## src/rtl/bfha_pkg.sv

```systemverilog
// ----------------------------------------------------------------------------
// bfha_pkg: shared types and constants for the best-fit heap allocator
// Holds defaults, status codes and the sequencer state type.
// ----------------------------------------------------------------------------
`default_nettype none
package bfha_pkg;
   localparam int MAX_BLOCKS_DEF = 64;
   localparam int HEAP_BYTES_MAX_DEF = 65536;
   localparam int OFFSET_LIMIT = 65535;
   localparam logic [6:0] HDR_RESET = 7'd48;
   localparam logic [6:0] HDR_MAX = 7'd64;

   typedef enum logic [1:0] {
      ST_OK = 2'd0,
      ST_NO_FIT = 2'd1,
      ST_BAD_FREE = 2'd2
   } status_type;

   typedef enum logic [0:0] {
      CSR_CAPACITY = 1'b0,
      CSR_HEADER = 1'b1
   } csr_index_type;

   typedef enum logic [3:0] {
      S_INIT,
      S_IDLE,
      S_SCAN,
      S_DECIDE,
      S_SHIFT_UP,
      S_SPLIT,
      S_LEFT,
      S_RIGHT,
      S_SHIFT_DOWN,
      S_RESP
   } state_type;
endpackage
`default_nettype wire

```

## src/rtl/best_fit_heap_allocator.sv

```systemverilog
// ----------------------------------------------------------------------------
// best_fit_heap_allocator: best-fit heap allocator with coalescing
// Keeps an address-ordered block table in RAM and serves allocate/free words.
// ----------------------------------------------------------------------------
// Usage. A request word (req_type, req_request_size, req_payload_offset) is
// taken on req_valid && req_ready; exactly one response word follows on the
// rsp_ channel. The block handles one request at a time: req_ready is high
// only in idle, so it is low from acceptance until the response word has
// been taken, and a stalled receiver simply holds the block.
// Timing is set by the table RAM, with one write and one read port, and the
// one shared adder. The table read is registered and a scan walks the live
// descriptors in address order; an allocate without a split then answers.
// A split first moves each descriptor above the chosen one up by one slot; a
// free merges with free neighbours and, after a merge, moves the descriptors
// above it down. The block returns to idle after each taken response word,
// before it can accept the next request.
// Reset loads capacity 65536 and header 48 and makes the table one free
// block; this needs no clearing pass, as only entries below the count are
// ever read. A csr_ write (index 0 capacity, 1 header) is taken while idle
// and reinitializes the heap the same way.
// ----------------------------------------------------------------------------
`default_nettype none
module best_fit_heap_allocator #(
   parameter int MAX_BLOCKS = bfha_pkg::MAX_BLOCKS_DEF,
   parameter int HEAP_BYTES_MAX = bfha_pkg::HEAP_BYTES_MAX_DEF
) (
   input  wire logic        clock,
   input  wire logic        reset,
   input  wire logic        req_valid,
   output logic             req_ready,
   input  wire logic        req_type,
   input  wire logic [15:0] req_request_size,
   input  wire logic [15:0] req_payload_offset,
   output logic             rsp_valid,
   input  wire logic        rsp_ready,
   output logic [15:0]      rsp_granted_offset,
   output logic [16:0]      rsp_granted_bytes,
   output logic [1:0]       rsp_status,
   input  wire logic        csr_valid,
   output logic             csr_ready,
   input  wire logic [0:0]  csr_index,
   input  wire logic [16:0] csr_data
);
   import bfha_pkg::*;

   localparam int AW = $clog2(MAX_BLOCKS);
   localparam int CW = $clog2(MAX_BLOCKS + 1);
   localparam int LW = $clog2(HEAP_BYTES_MAX + 1);
   localparam int XW = (LW > 17) ? LW : 17;   // width for compares with need
   localparam int EW = 2 * LW + 1;             // start, length, free flag
   localparam logic [CW-1:0] CNT_FULL = CW'(MAX_BLOCKS);
   localparam logic [LW-1:0] CAP_MAX = LW'(HEAP_BYTES_MAX);

   state_type state_ff, state_in;
   logic [LW-1:0] cap_ff, cap_in;
   logic [6:0] hdr_ff, hdr_in;
   logic [CW-1:0] count_ff, count_in;
   logic [CW-1:0] idx_ff, idx_in;     // walking pointer
   logic [CW-1:0] best_ff, best_in;
   logic found_ff, found_in;
   logic op_ff, op_in;
   logic [16:0] need_ff, need_in;
   logic [15:0] off_ff, off_in;
   logic [LW-1:0] bstart_ff, bstart_in;
   logic [LW-1:0] blen_ff, blen_in;
   logic [LW-1:0] acc_ff, acc_in;     // merged length on free
   logic [LW-1:0] kstart_ff, kstart_in;
   logic [CW-1:0] keep_ff, keep_in;   // slot that survives a merge
   logic [1:0] drop_ff, drop_in;      // entries removed by a merge
   status_type status_ff, status_in;
   logic [15:0] goff_ff, goff_in;
   logic [16:0] gbytes_ff, gbytes_in;

   logic we;
   logic [AW-1:0] wa, ra;
   logic [EW-1:0] wd, rd;

   bfha_ram #(.WIDTH(EW), .DEPTH(MAX_BLOCKS)) u_table (
      .clock(clock), .wr_en(we), .wr_addr(wa), .wr_data(wd),
      .rd_addr(ra), .rd_data(rd)
   );

   // In the scan and shift states the read address follows idx, so rd holds entry idx_ff.
   logic [LW-1:0] rd_start;
   logic [LW-1:0] rd_len;
   logic rd_free;
   assign rd_start = rd[EW-1 -: LW];
   assign rd_len = rd[LW:1];
   assign rd_free = rd[0];

   // Shared adder, its operands selected by the sequencer state.
   logic [XW:0] add_a, add_b, add_q;
   assign add_q = add_a + add_b;
   always_comb begin
      case (state_ff)
         S_DECIDE: begin
            add_a = (XW+1)'(bstart_ff); add_b = (XW+1)'(hdr_ff);
         end
         S_SPLIT: begin
            add_a = (XW+1)'(bstart_ff); add_b = (XW+1)'(need_ff);
         end
         S_LEFT: begin
            add_a = (XW+1)'(blen_ff); add_b = (XW+1)'(rd_len);
         end
         S_RIGHT: begin
            add_a = (XW+1)'(acc_ff); add_b = (XW+1)'(rd_len);
         end
         default: begin
            add_a = (XW+1)'(rd_start); add_b = (XW+1)'(hdr_ff);
         end
      endcase
   end

   logic [LW-1:0] cap_w;
   logic [6:0] hdr_w;
   always_comb begin
      if (XW'(csr_data) > XW'(HEAP_BYTES_MAX)) cap_w = CAP_MAX;
      else cap_w = LW'(csr_data);
      hdr_w = csr_data[6:0];
      if (hdr_w == 7'd0) hdr_w = 7'd1;
      else if (hdr_w > HDR_MAX) hdr_w = HDR_MAX;
   end

   // Decisions shared by the next-state and datapath blocks.
   logic [CW-1:0] last_idx;
   logic at_last, cand, match, split_ok, lmerge, rmerge;
   logic [XW-1:0] rest_x;
   logic [1:0] drop_x;
   logic [CW-1:0] src0;
   logic [LW-1:0] acc_x;
   assign last_idx = count_ff - CW'(1);
   assign at_last = (idx_ff == last_idx);
   // A candidate must be free, large enough and have a 16-bit payload offset;
   // a strict compare keeps the lowest address on a tie.
   assign cand = !op_ff && rd_free && (XW'(rd_len) >= XW'(need_ff)) &&
                 (add_q <= (XW+1)'(OFFSET_LIMIT)) && (!found_ff || rd_len < blen_ff);
   assign match = op_ff && !rd_free && (add_q == (XW+1)'(off_ff));
   assign rest_x = XW'(blen_ff) - XW'(need_ff);
   assign split_ok = (rest_x > XW'(hdr_ff)) && (count_ff < CNT_FULL);
   assign lmerge = (best_ff != '0) && rd_free;
   assign rmerge = ((best_ff + CW'(1)) < count_ff) && rd_free;
   assign drop_x = drop_ff + 2'(rmerge);
   assign src0 = best_ff + CW'(rmerge) + CW'(1);
   assign acc_x = rmerge ? LW'(add_q) : acc_ff;

   assign req_ready = (state_ff == S_IDLE);
   assign csr_ready = (state_ff == S_IDLE);
   assign rsp_valid = (state_ff == S_RESP);
   assign rsp_granted_offset = goff_ff;
   assign rsp_granted_bytes = gbytes_ff;
   assign rsp_status = status_ff;

   // Next state.
   always_comb begin
      state_in = state_ff;
      case (state_ff)
         S_INIT: state_in = S_IDLE;
         S_IDLE: begin
            if (csr_valid) state_in = S_INIT;
            else if (req_valid) state_in = S_SCAN;
         end
         S_SCAN: begin
            if (match || at_last) state_in = S_DECIDE;
         end
         S_DECIDE: begin
            if (!found_ff) state_in = S_RESP;
            else if (op_ff) state_in = S_LEFT;
            else if (!split_ok) state_in = S_RESP;
            else if (best_ff == last_idx) state_in = S_SPLIT;
            else state_in = S_SHIFT_UP;
         end
         S_SHIFT_UP: begin
            if (idx_ff == best_ff + CW'(1)) state_in = S_SPLIT;
         end
         S_SPLIT: state_in = S_RESP;
         S_LEFT: state_in = S_RIGHT;
         S_RIGHT: begin
            if (drop_x != 2'd0 && src0 < count_ff) state_in = S_SHIFT_DOWN;
            else state_in = S_RESP;
         end
         S_SHIFT_DOWN: begin
            if (at_last) state_in = S_RESP;
         end
         S_RESP: begin
            if (rsp_ready) state_in = S_IDLE;
         end
         default: state_in = S_INIT;
      endcase
   end

   // Datapath and table RAM control.
   always_comb begin
      cap_in = cap_ff; hdr_in = hdr_ff; count_in = count_ff;
      idx_in = idx_ff; best_in = best_ff; found_in = found_ff; op_in = op_ff;
      need_in = need_ff; off_in = off_ff; bstart_in = bstart_ff;
      blen_in = blen_ff; acc_in = acc_ff; kstart_in = kstart_ff;
      keep_in = keep_ff; drop_in = drop_ff;
      status_in = status_ff; goff_in = goff_ff; gbytes_in = gbytes_ff;
      we = 1'b0; wa = '0; wd = '0; ra = AW'(idx_ff);
      case (state_ff)
         S_INIT: begin
            we = 1'b1; wa = '0; wd = {LW'(0), cap_ff, 1'b1};
            count_in = CW'(1);
         end
         S_IDLE: begin
            if (csr_valid) begin
               if (csr_index == CSR_CAPACITY) cap_in = cap_w;
               else hdr_in = hdr_w;
            end else if (req_valid) begin
               op_in = req_type;
               need_in = 17'(req_request_size) + 17'(hdr_ff);
               off_in = req_payload_offset;
               idx_in = '0; found_in = 1'b0; ra = '0;
            end
         end
         S_SCAN: begin
            if (cand || match) begin
               found_in = 1'b1; best_in = idx_ff;
               bstart_in = rd_start; blen_in = rd_len;
            end
            if (!match && !at_last) begin
               idx_in = idx_ff + CW'(1); ra = AW'(idx_ff + CW'(1));
            end
         end
         S_DECIDE: begin
            status_in = ST_OK; goff_in = '0; gbytes_in = '0;
            if (!found_ff) begin
               status_in = op_ff ? ST_BAD_FREE : ST_NO_FIT;
            end else if (!op_ff) begin
               goff_in = 16'(add_q);
               we = 1'b1; wa = AW'(best_ff);
               if (split_ok) begin
                  // Only entries above best move, so best is final now.
                  wd = {bstart_ff, LW'(need_ff), 1'b0};
                  gbytes_in = 17'(need_ff);
                  idx_in = last_idx; ra = AW'(last_idx);
               end else begin
                  wd = {bstart_ff, blen_ff, 1'b0};
                  gbytes_in = 17'(blen_ff);
               end
            end else begin
               ra = AW'(best_ff - CW'(1));
            end
         end
         S_SHIFT_UP: begin
            we = 1'b1; wa = AW'(idx_ff + CW'(1)); wd = rd;
            if (idx_ff != best_ff + CW'(1)) begin
               idx_in = idx_ff - CW'(1); ra = AW'(idx_ff - CW'(1));
            end
         end
         S_SPLIT: begin
            we = 1'b1; wa = AW'(best_ff + CW'(1));
            wd = {LW'(add_q), LW'(rest_x), 1'b1};
            count_in = count_ff + CW'(1);
         end
         S_LEFT: begin
            if (lmerge) begin
               acc_in = LW'(add_q); kstart_in = rd_start;
               keep_in = best_ff - CW'(1);
            end else begin
               acc_in = blen_ff; kstart_in = bstart_ff; keep_in = best_ff;
            end
            drop_in = {1'b0, lmerge};
            ra = AW'(best_ff + CW'(1));
         end
         S_RIGHT: begin
            we = 1'b1; wa = AW'(keep_ff); wd = {kstart_ff, acc_x, 1'b1};
            gbytes_in = 17'(acc_x);
            drop_in = drop_x;
            if (drop_x != 2'd0) begin
               if (src0 < count_ff) begin
                  idx_in = src0; ra = AW'(src0);
               end else begin
                  count_in = count_ff - CW'(drop_x);
               end
            end
         end
         S_SHIFT_DOWN: begin
            we = 1'b1; wa = AW'(idx_ff - CW'(drop_ff)); wd = rd;
            if (at_last) begin
               count_in = count_ff - CW'(drop_ff);
            end else begin
               idx_in = idx_ff + CW'(1); ra = AW'(idx_ff + CW'(1));
            end
         end
         default: ;
      endcase
   end

   always_ff @(posedge clock) begin
      if (reset) begin
         state_ff <= S_INIT;
         cap_ff <= CAP_MAX;
         hdr_ff <= HDR_RESET;
         count_ff <= CW'(1);
         idx_ff <= '0;
         best_ff <= '0;
         found_ff <= 1'b0;
         op_ff <= 1'b0;
         need_ff <= '0;
         off_ff <= '0;
         bstart_ff <= '0;
         blen_ff <= '0;
         acc_ff <= '0;
         kstart_ff <= '0;
         keep_ff <= '0;
         drop_ff <= '0;
         status_ff <= ST_OK;
         goff_ff <= '0;
         gbytes_ff <= '0;
      end else begin
         state_ff <= state_in;
         cap_ff <= cap_in;
         hdr_ff <= hdr_in;
         count_ff <= count_in;
         idx_ff <= idx_in;
         best_ff <= best_in;
         found_ff <= found_in;
         op_ff <= op_in;
         need_ff <= need_in;
         off_ff <= off_in;
         bstart_ff <= bstart_in;
         blen_ff <= blen_in;
         acc_ff <= acc_in;
         kstart_ff <= kstart_in;
         keep_ff <= keep_in;
         drop_ff <= drop_in;
         status_ff <= status_in;
         goff_ff <= goff_in;
         gbytes_ff <= gbytes_in;
      end
   end
endmodule
`default_nettype wire

```

## src/rtl/bfha_ram.sv

```systemverilog
// ----------------------------------------------------------------------------
// bfha_ram: generic simple dual-port RAM with registered read
// One write and one read address per cycle.
// ----------------------------------------------------------------------------
`default_nettype none
module bfha_ram #(
   parameter int WIDTH = 8,
   parameter int DEPTH = 64
) (
   input  wire logic                     clock,
   input  wire logic                     wr_en,
   input  wire logic [$clog2(DEPTH)-1:0] wr_addr,
   input  wire logic [WIDTH-1:0]         wr_data,
   input  wire logic [$clog2(DEPTH)-1:0] rd_addr,
   output logic      [WIDTH-1:0]         rd_data
);
   logic [WIDTH-1:0] mem [DEPTH];

   always_ff @(posedge clock) begin
      if (wr_en) begin
         mem[wr_addr] <= wr_data;
      end
      rd_data <= mem[rd_addr];
   end
endmodule
`default_nettype wire
```

## config.mk

```make
export PLATFORM = sky130hd
export DESIGN_NAME = best_fit_heap_allocator
export DESIGN_NICKNAME = d
export VERILOG_FILES = /design/src/rtl/bfha_pkg.sv /design/src/rtl/best_fit_heap_allocator.sv /design/src/rtl/bfha_ram.sv
export SDC_FILE = /design/constraint.sdc
export NUM_CORES = 2
export LEC_CHECK = 0
export ABC_AREA = 1
export BUFFER_PORTS_ARGS = -buffer_cell sky130_fd_sc_hd__buf_2
export CAP_MARGIN = 20
export CORE_MARGIN = 8
export CORE_UTILIZATION = 40
export CTS_CLUSTER_DIAMETER = 120
export CTS_CLUSTER_SIZE = 16
export DETAILED_ROUTE_END_ITERATION = 16
export GPL_TIMING_DRIVEN = 0
export PLACE_DENSITY = 0.65
export SKIP_CTS_REPAIR_TIMING = 1
export SLEW_MARGIN = 0
export SYNTH_ARGS = -nofsm -noshare
export SYNTH_HDL_FRONTEND = slang
export SYNTH_HIERARCHICAL = 1
export SYNTH_SLANG_ARGS = --single-unit
export TNS_END_PERCENT = 100
```

## constraint.sdc

```tcl
create_clock -name clock -period 8.7 [get_ports clock]
set_input_delay 0.435 -clock clock [delete_from_list [all_inputs] [get_ports clock]]
set_output_delay 0.435 -clock clock [all_outputs]
set_load 0.02 [all_outputs]
```

* After elaboration in Yosys (flattened, before gate mapping) *
Memory sizes are Yosys's and may differ from the RTL's. A register that Yosys moved wholly into a read port is not among the register bits.
Cells that the tools add are included.

word-level totals
  flip-flop bits (word level) = 195
  RAM bits = 2,240
  memories kept = 1

cells by class
  add/subtract/negate cells = 15
  $lt $le $gt $ge = 9
  equal/unequal tests = 31
  multiplexer cells = 72
  bitwise operators = 2
  reduce and logical (&&, ||, !) cells = 40

memory list
  name         depth  bits a word  rd ports  clocked after Yosys merged registers in  write ports  line            RTL
  u_table.mem  64     35           1         1                                        1            bfha_ram.sv:17  logic [WIDTH-1:0] mem [DEPTH];

operators by type and width
  kind                                                              number
  case mux 35 bit (5 select lines)                                  1
  2-to-1 mux 17 bit                                                 7
  2-to-1 mux 7 bit                                                  15
  2-to-1 mux 6 bit                                                  13
  2-to-1 mux 35 bit                                                 2
  case mux 17 bit (2 select lines)                                  2
  case mux 17 bit (3 select lines)                                  1
  case mux 6 bit (7 select lines)                                   1
  case mux 7 bit (6 select lines)                                   1
  case mux 4 bit (10 select lines)                                  1
  2-to-1 mux 4 bit                                                  9
  2-to-1 mux 16 bit                                                 2
  inequality test 2 bit, second input constant                      15
  case mux 6 bit (5 select lines)                                   1
  adder 7 x 1 -> 7 bit, second input constant                       4
  case mux 7 bit (4 select lines)                                   1
  == test 7 bit                                                     3
  adder 18 bit                                                      1
  == test 18 x 16 -> 1 bit                                          1
  less-or-equal comparator 18 x 16 -> 1 bit, second input constant  1
  2-to-1 mux 18 bit                                                 1
  adder 16 x 7 -> 17 bit                                            1
  >= comparator 17 bit                                              1
  greater-than comparator 17 bit, second input constant             1
  other kinds (40)                                                  83

* Logic depth before layout (Yosys ltp) *
  depth after elaboration = 10
  mapped depth = 46

* Modules after synthesis *
The synthesis kept the hierarchy.

by module, submodules not included
  module                   times used  cells each  area an instance (sq um)
  bfha_ram                 1           7,418       90,732.0
  best_fit_heap_allocator  1           2,575       16,175.5

* Worst setup path after synthesis *
Ideal clock, no wire load.

  path kind = flip-flop to flip-flop
  from = register blen_ff[0]
  to = memory u_table/mem[0][11] (netlist bit), data pin
  arrival = 5.258 ns
  path slack = 2.740 ns
  stages on the path, launching flop included = 24
  buffers on the path = 0
  period minus slack after synthesis = 5.960 ns
  cell sequence = dfxtp_1 -> inv_1 -> ha_1 -> fa_1 -> inv_1 -> nand3_1 -> nand2_1 -> xor2_1 -> ha_1 -> nand2_1 -> nor2_1 -> nand2_1 -> nand3_1 -> nand2_1 -> nand2_1 -> nand2_1 -> nand3_1 -> nor2_1 -> nand4_2 -> nand2_1 -> inv_1 -> nand2_1 -> nand3_1 -> o21ai_0

on the way
  longest elaborated chain between the ends = 7

ends and longest elaborated chain
  item                                     line                            RTL
  from (decl)                              best_fit_heap_allocator.sv:65   logic [LW-1:0] blen_ff, blen_in;
  from (signal assigned)                   best_fit_heap_allocator.sv:323  blen_ff <= blen_in;
  subtractor 17 bit                        best_fit_heap_allocator.sv:138  assign rest_x = XW'(blen_ff) - XW'(need_ff);
  greater-than comparator 17 x 7 -> 1 bit  best_fit_heap_allocator.sv:139  assign split_ok = (rest_x > XW'(hdr_ff)) && (count_ff < CNT_FULL);
  logical AND 1 bit                        best_fit_heap_allocator.sv:139
  2-to-1 mux 18 bit                        best_fit_heap_allocator.sv:232  if (split_ok) begin
  2-to-1 mux 35 bit                        best_fit_heap_allocator.sv:229  end else if (!op_ff) begin
  2-to-1 mux 35 bit                        best_fit_heap_allocator.sv:227  if (!found_ff) begin
  case mux 35 bit (5 select lines) (*)     best_fit_heap_allocator.sv:200  case (state_ff)
  net wd[11]                               best_fit_heap_allocator.sv:76   logic [EW-1:0] wd, rd;
  to (decl)                                bfha_ram.sv:17

The timed path passes the listed nets; every way through them passes the cells marked *.

* Final worst setup path *
  from = register state_ff[2]
  to = register u_table.rd_data[34] (read register of u_table.mem)

on the way
  longest elaborated chain between the ends = 10

ends and longest elaborated chain
  item                                                                                         line                                                           RTL
  from (decl)                                                                                  best_fit_heap_allocator.sv:54                                  state_type state_ff, state_in;
  from (signal assigned)                                                                       best_fit_heap_allocator.sv:312                                 state_ff <= state_in;
  == test 4 x 2 -> 1 bit, or another cell as far along                                         best_fit_heap_allocator.sv:95, best_fit_heap_allocator.sv:200
  OR reduction 2 bit (no source line)                                                          -
  case mux 17 bit (3 select lines) / case mux 17 bit (2 select lines) (equally long branches)  best_fit_heap_allocator.sv:95                                  case (state_ff)
  adder 18 bit                                                                                 best_fit_heap_allocator.sv:93                                  assign add_q = add_a + add_b;
  == test 18 x 16 -> 1 bit                                                                     best_fit_heap_allocator.sv:137                                 assign match = op_ff && !rd_free && (add_q == (XW+1)'(off_ff));
  logical AND 1 bit                                                                            best_fit_heap_allocator.sv:137
  logical NOT 1 bit                                                                            best_fit_heap_allocator.sv:221                                 if (!match && !at_last) begin
  logical AND 1 bit                                                                            best_fit_heap_allocator.sv:221
  2-to-1 mux 6 bit                                                                             best_fit_heap_allocator.sv:221
  case mux 6 bit (7 select lines) (*)                                                          best_fit_heap_allocator.sv:200
  net ra[1]                                                                                    best_fit_heap_allocator.sv:75                                  logic [AW-1:0] wa, ra;
  to (decl)                                                                                    bfha_ram.sv:15                                                 output logic [WIDTH-1:0] rd_data

Marked as above.
A chain may end at the register's enable or synchronous reset.

==> run metrics <==
Placer Congestion=1.13; die height=roughly 530 µm; number of synthesized register bits=2470; Initial Utilization=around 40%; Critical Path AT=9.36 ns; synthesized area per cell=10.7 µm²; Slew HR=17.7%; post-synthesis sequential area ratio=between 60% and 70%; pwr dens=between 300 and 400 nW/µm²; core area=~270000 µm²; RSZ-0062 raised after global routing=no; final net count=10725; CTS sink count=around 2500; Iteration-0 DRC Markers=13460; Area Growth Syn to Fin=14.6%; Synth Flop Type=edfxtp_1; crit path launch=state_ff[2]$_SDFFE_PP0P_; CTS buffer count=182; Worst EP required=approximately 9.4 ns; final-report setup violation count=0; Post-synth EDFFs=~2200; antenna viol nets, final=0; Least-Margin Pin Slew=roughly 1.2 ns; Final period util=between 90 and 100%; Critical Setup Path Class=reg -> reg; FF-to-FF setup slack=0.06 ns; Tmin final=slightly below 9 ns; CTS tree=yes; largest net degree at the start of global routing=57; critical path endpoint=u_table/rd_data[34]$_DFF_P_; Crit path largest cell delay=between 0.6 and 0.7 ns; fraction of registers with async set or reset after synthesis=0%; filler cell count=~24000; area of the multi-input gates=31600 µm²; total gr overflow=0; DP Wirelength=about 340000 µm; share of cells above drive strength 1=11.0%; worst r2r dst=u_table/rd_data[34]$_DFF_P_; die footprint=284000 µm²; drt pass-1 iters=7; Power Total=about 47 mW; vias in the first global route=slightly below 80000; Final Hold Slack=-0.0574 ns; Max Clock Freq=roughly 0.12 GHz; port bufs=93; FF/Latch Area=~72000 µm²; Routed WL=around 460000 µm; Slew Viols, Final=0; cell seen most often among critical-path stages=nand2_1; Max IR drop VDD=approximately 270 µV; CTS root buffer=clkbuf_16; final hold viol count=1; post-synth cell types=53; reg-to-reg startpoint=state_ff[2]$_SDFFE_PP0P_; R2R cell count=38; CP Max Fanout=10; Leak=between 40 and 50 nW; Syn. warnings=6; DR WL/cell=about 32 µm; CTS clk-pin slew, worst paths=~0.080 ns; placed insts=13873; initial antenna violation count=25; DRC violations left=0; Site Rows=190; DR vias/cell=6.02; # IOs=94; most common cell after layout, fill and taps aside=nand2_1; max_cap viols=0; Clock Tree Buf Depth=4; synthesized area=between 100000 and 150000 µm²; most frequent cells in the layout=nand2_1, edfxtp_1, nand3_1, buf_2, inv_1; CP startpoint kind=flop; Vias=85130; outcome=finished with violations; failing checks=hold timing; Post-Synthesis Net Count=10164; worst skew pair latency=roughly 0.9 ns; master of the slowest instance on the critical path=fa_1; hold path cells=3; H-tree levels=4; HP Class=in -> reg; GR Util All Layers=just over 30%; first-pass GRT wire length=roughly 620000 µm; Non-Filler Instances=between 10000 and 15000; Syn Inst Count=roughly 10000; element type at the critical path end=flop; Die W=around 530 µm; clk_skew=between 0.07 and 0.08 ns
==> cell families after synthesis <==
group	after synthesis	synth area share [%]
simple gates	5769	23.2
flops	2470	67.2
xor+xnor	55	0.490
fa+ha+maj	115	1.38
compound gates	607	3.36
buf+inv	977	4.30
==> registers in the layout (all words and copies together) (netlist names) <==
name / flops
op_ff: 1
found_ff: 1
kstart_ff: 17
cap_ff: 17
keep_ff: 6
u_table/rd_data: 35
drop_ff: 2
rsp_status: 2
rsp_granted_bytes: 17
rsp_granted_offset: 16
best_ff: 7
need_ff: 17
hdr_ff: 7
idx_ff: 7
state_ff: 4
acc_ff: 17
bstart_ff: 17
blen_ff: 17
off_ff: 16
count_ff: 7
u_table/mem: 2240
==> worst min-delay path by stage <==
stage / start / end / slack [ns]
finish: req_payload_offset[5] / off_ff[5]$_SDFFE_PP0P_ / -0.06
floorplan: cap_ff[16]$_SDFFE_PP1P_ / cap_ff[16]$_SDFFE_PP1P_ / 0.43
detailed placement: cap_ff[16]$_SDFFE_PP1P_ / cap_ff[16]$_SDFFE_PP1P_ / 0.45
CTS: csr_data[16] / cap_ff[16]$_SDFFE_PP1P_ / -0.23
global route: csr_index / cap_ff[11]$_SDFFE_PP0P_ / 0.01
global placement: off_ff[8]$_SDFFE_PP0P_ / off_ff[8]$_SDFFE_PP0P_ / 0.45
==> synthesized netlist by cell type (14+ instances only) <==
cell / instances / area share (%)
inv_2: 14 / 0.049
o21ai_0: 142 / 0.66
nor2_1: 225 / 0.79
buf_1: 37 / 0.13
o221ai_1: 17 / 0.14
nor3_1: 39 / 0.18
a22oi_1: 24 / 0.17
ha_1: 110 / 1.3
a211oi_1: 18 / 0.13
a21oi_1: 258 / 1.2
nand3_1: 2258 / 11
nand4_1: 61 / 0.36
o22ai_1: 17 / 0.099
xor2_1: 42 / 0.34
o2111ai_1: 17 / 0.14
nand2_1: 3143 / 11
o211ai_1: 56 / 0.39
buf_6: 35 / 0.37
edfxtp_1: 2240 / 63
buf_2: 281 / 1.3
inv_1: 341 / 1.2
buf_4: 80 / 0.56
clkbuf_1: 180 / 0.63
dfxtp_1: 230 / 4.3
a221oi_1: 20 / 0.16
==> critical path: cells and delay by family (launching register included) <==
family | cells | cell delay [ns]
simple gates | 25 | 4.43
fa+ha+maj | 2 | 1.00
buf+inv | 9 | 2.27
flops | 1 | 0.33
compound gates | 2 | 0.37
==> final cells by class <==
| class | instances | area share (%) |
|---|---|---|
| Sequential cell | 2470 | 58.6 |
| Multi-Input combinational cell | 6546 | 25.8 |
| Timing Repair Buffer | 377 | 4.14 |
| Clock buffer | 197 | 3.76 |
| Tap cell | 3552 | 3.63 |
| Buffer | 614 | 2.77 |
| Inverter | 363 | 1.12 |
| Clock inverter | 14 | 0.120 |
| Antenna cell | 12 | 0.0245 |
==> power breakdown <==
| group | internal, mW | leakage, nW | switching, mW |
|---|---|---|---|
| combinational | 6.03 | 20.9 | 19.0 |
| clock | 3.76 | 2.32 | 4.11 |
| sequential | 13.7 | 21.7 | 0.387 |
| total | 23.5 | 44.9 | 23.5 |
==> metrics by stage <==
stage	instance area (µm²)	setup TNS, ns	utilization, %	worst slack, ns
finish	123000	0	45.9	0.0572
global route	123000	0	45.9	0.0247
CTS	122000	-57.73	45.5	-1.91
detailed placement	117000	-55.64	43.7	-1.83
global placement	112000	-3033.58	41.9	-6.02
floorplan	107000	0	-	2.74
==> per-layer routing <==
layer / global-route usage, % / vias up / wire length, µm
li1: - / 36069 / -
met1: 39.5 / 41732 / 166000
met2: 46.8 / 6119 / 198000
met3: 8.35 / 1204 / 59300
met4: 18.5 / 6 / 34000
met5: 0.152 / - / 66
Note: power is estimated with default switching activity, not from simulation.
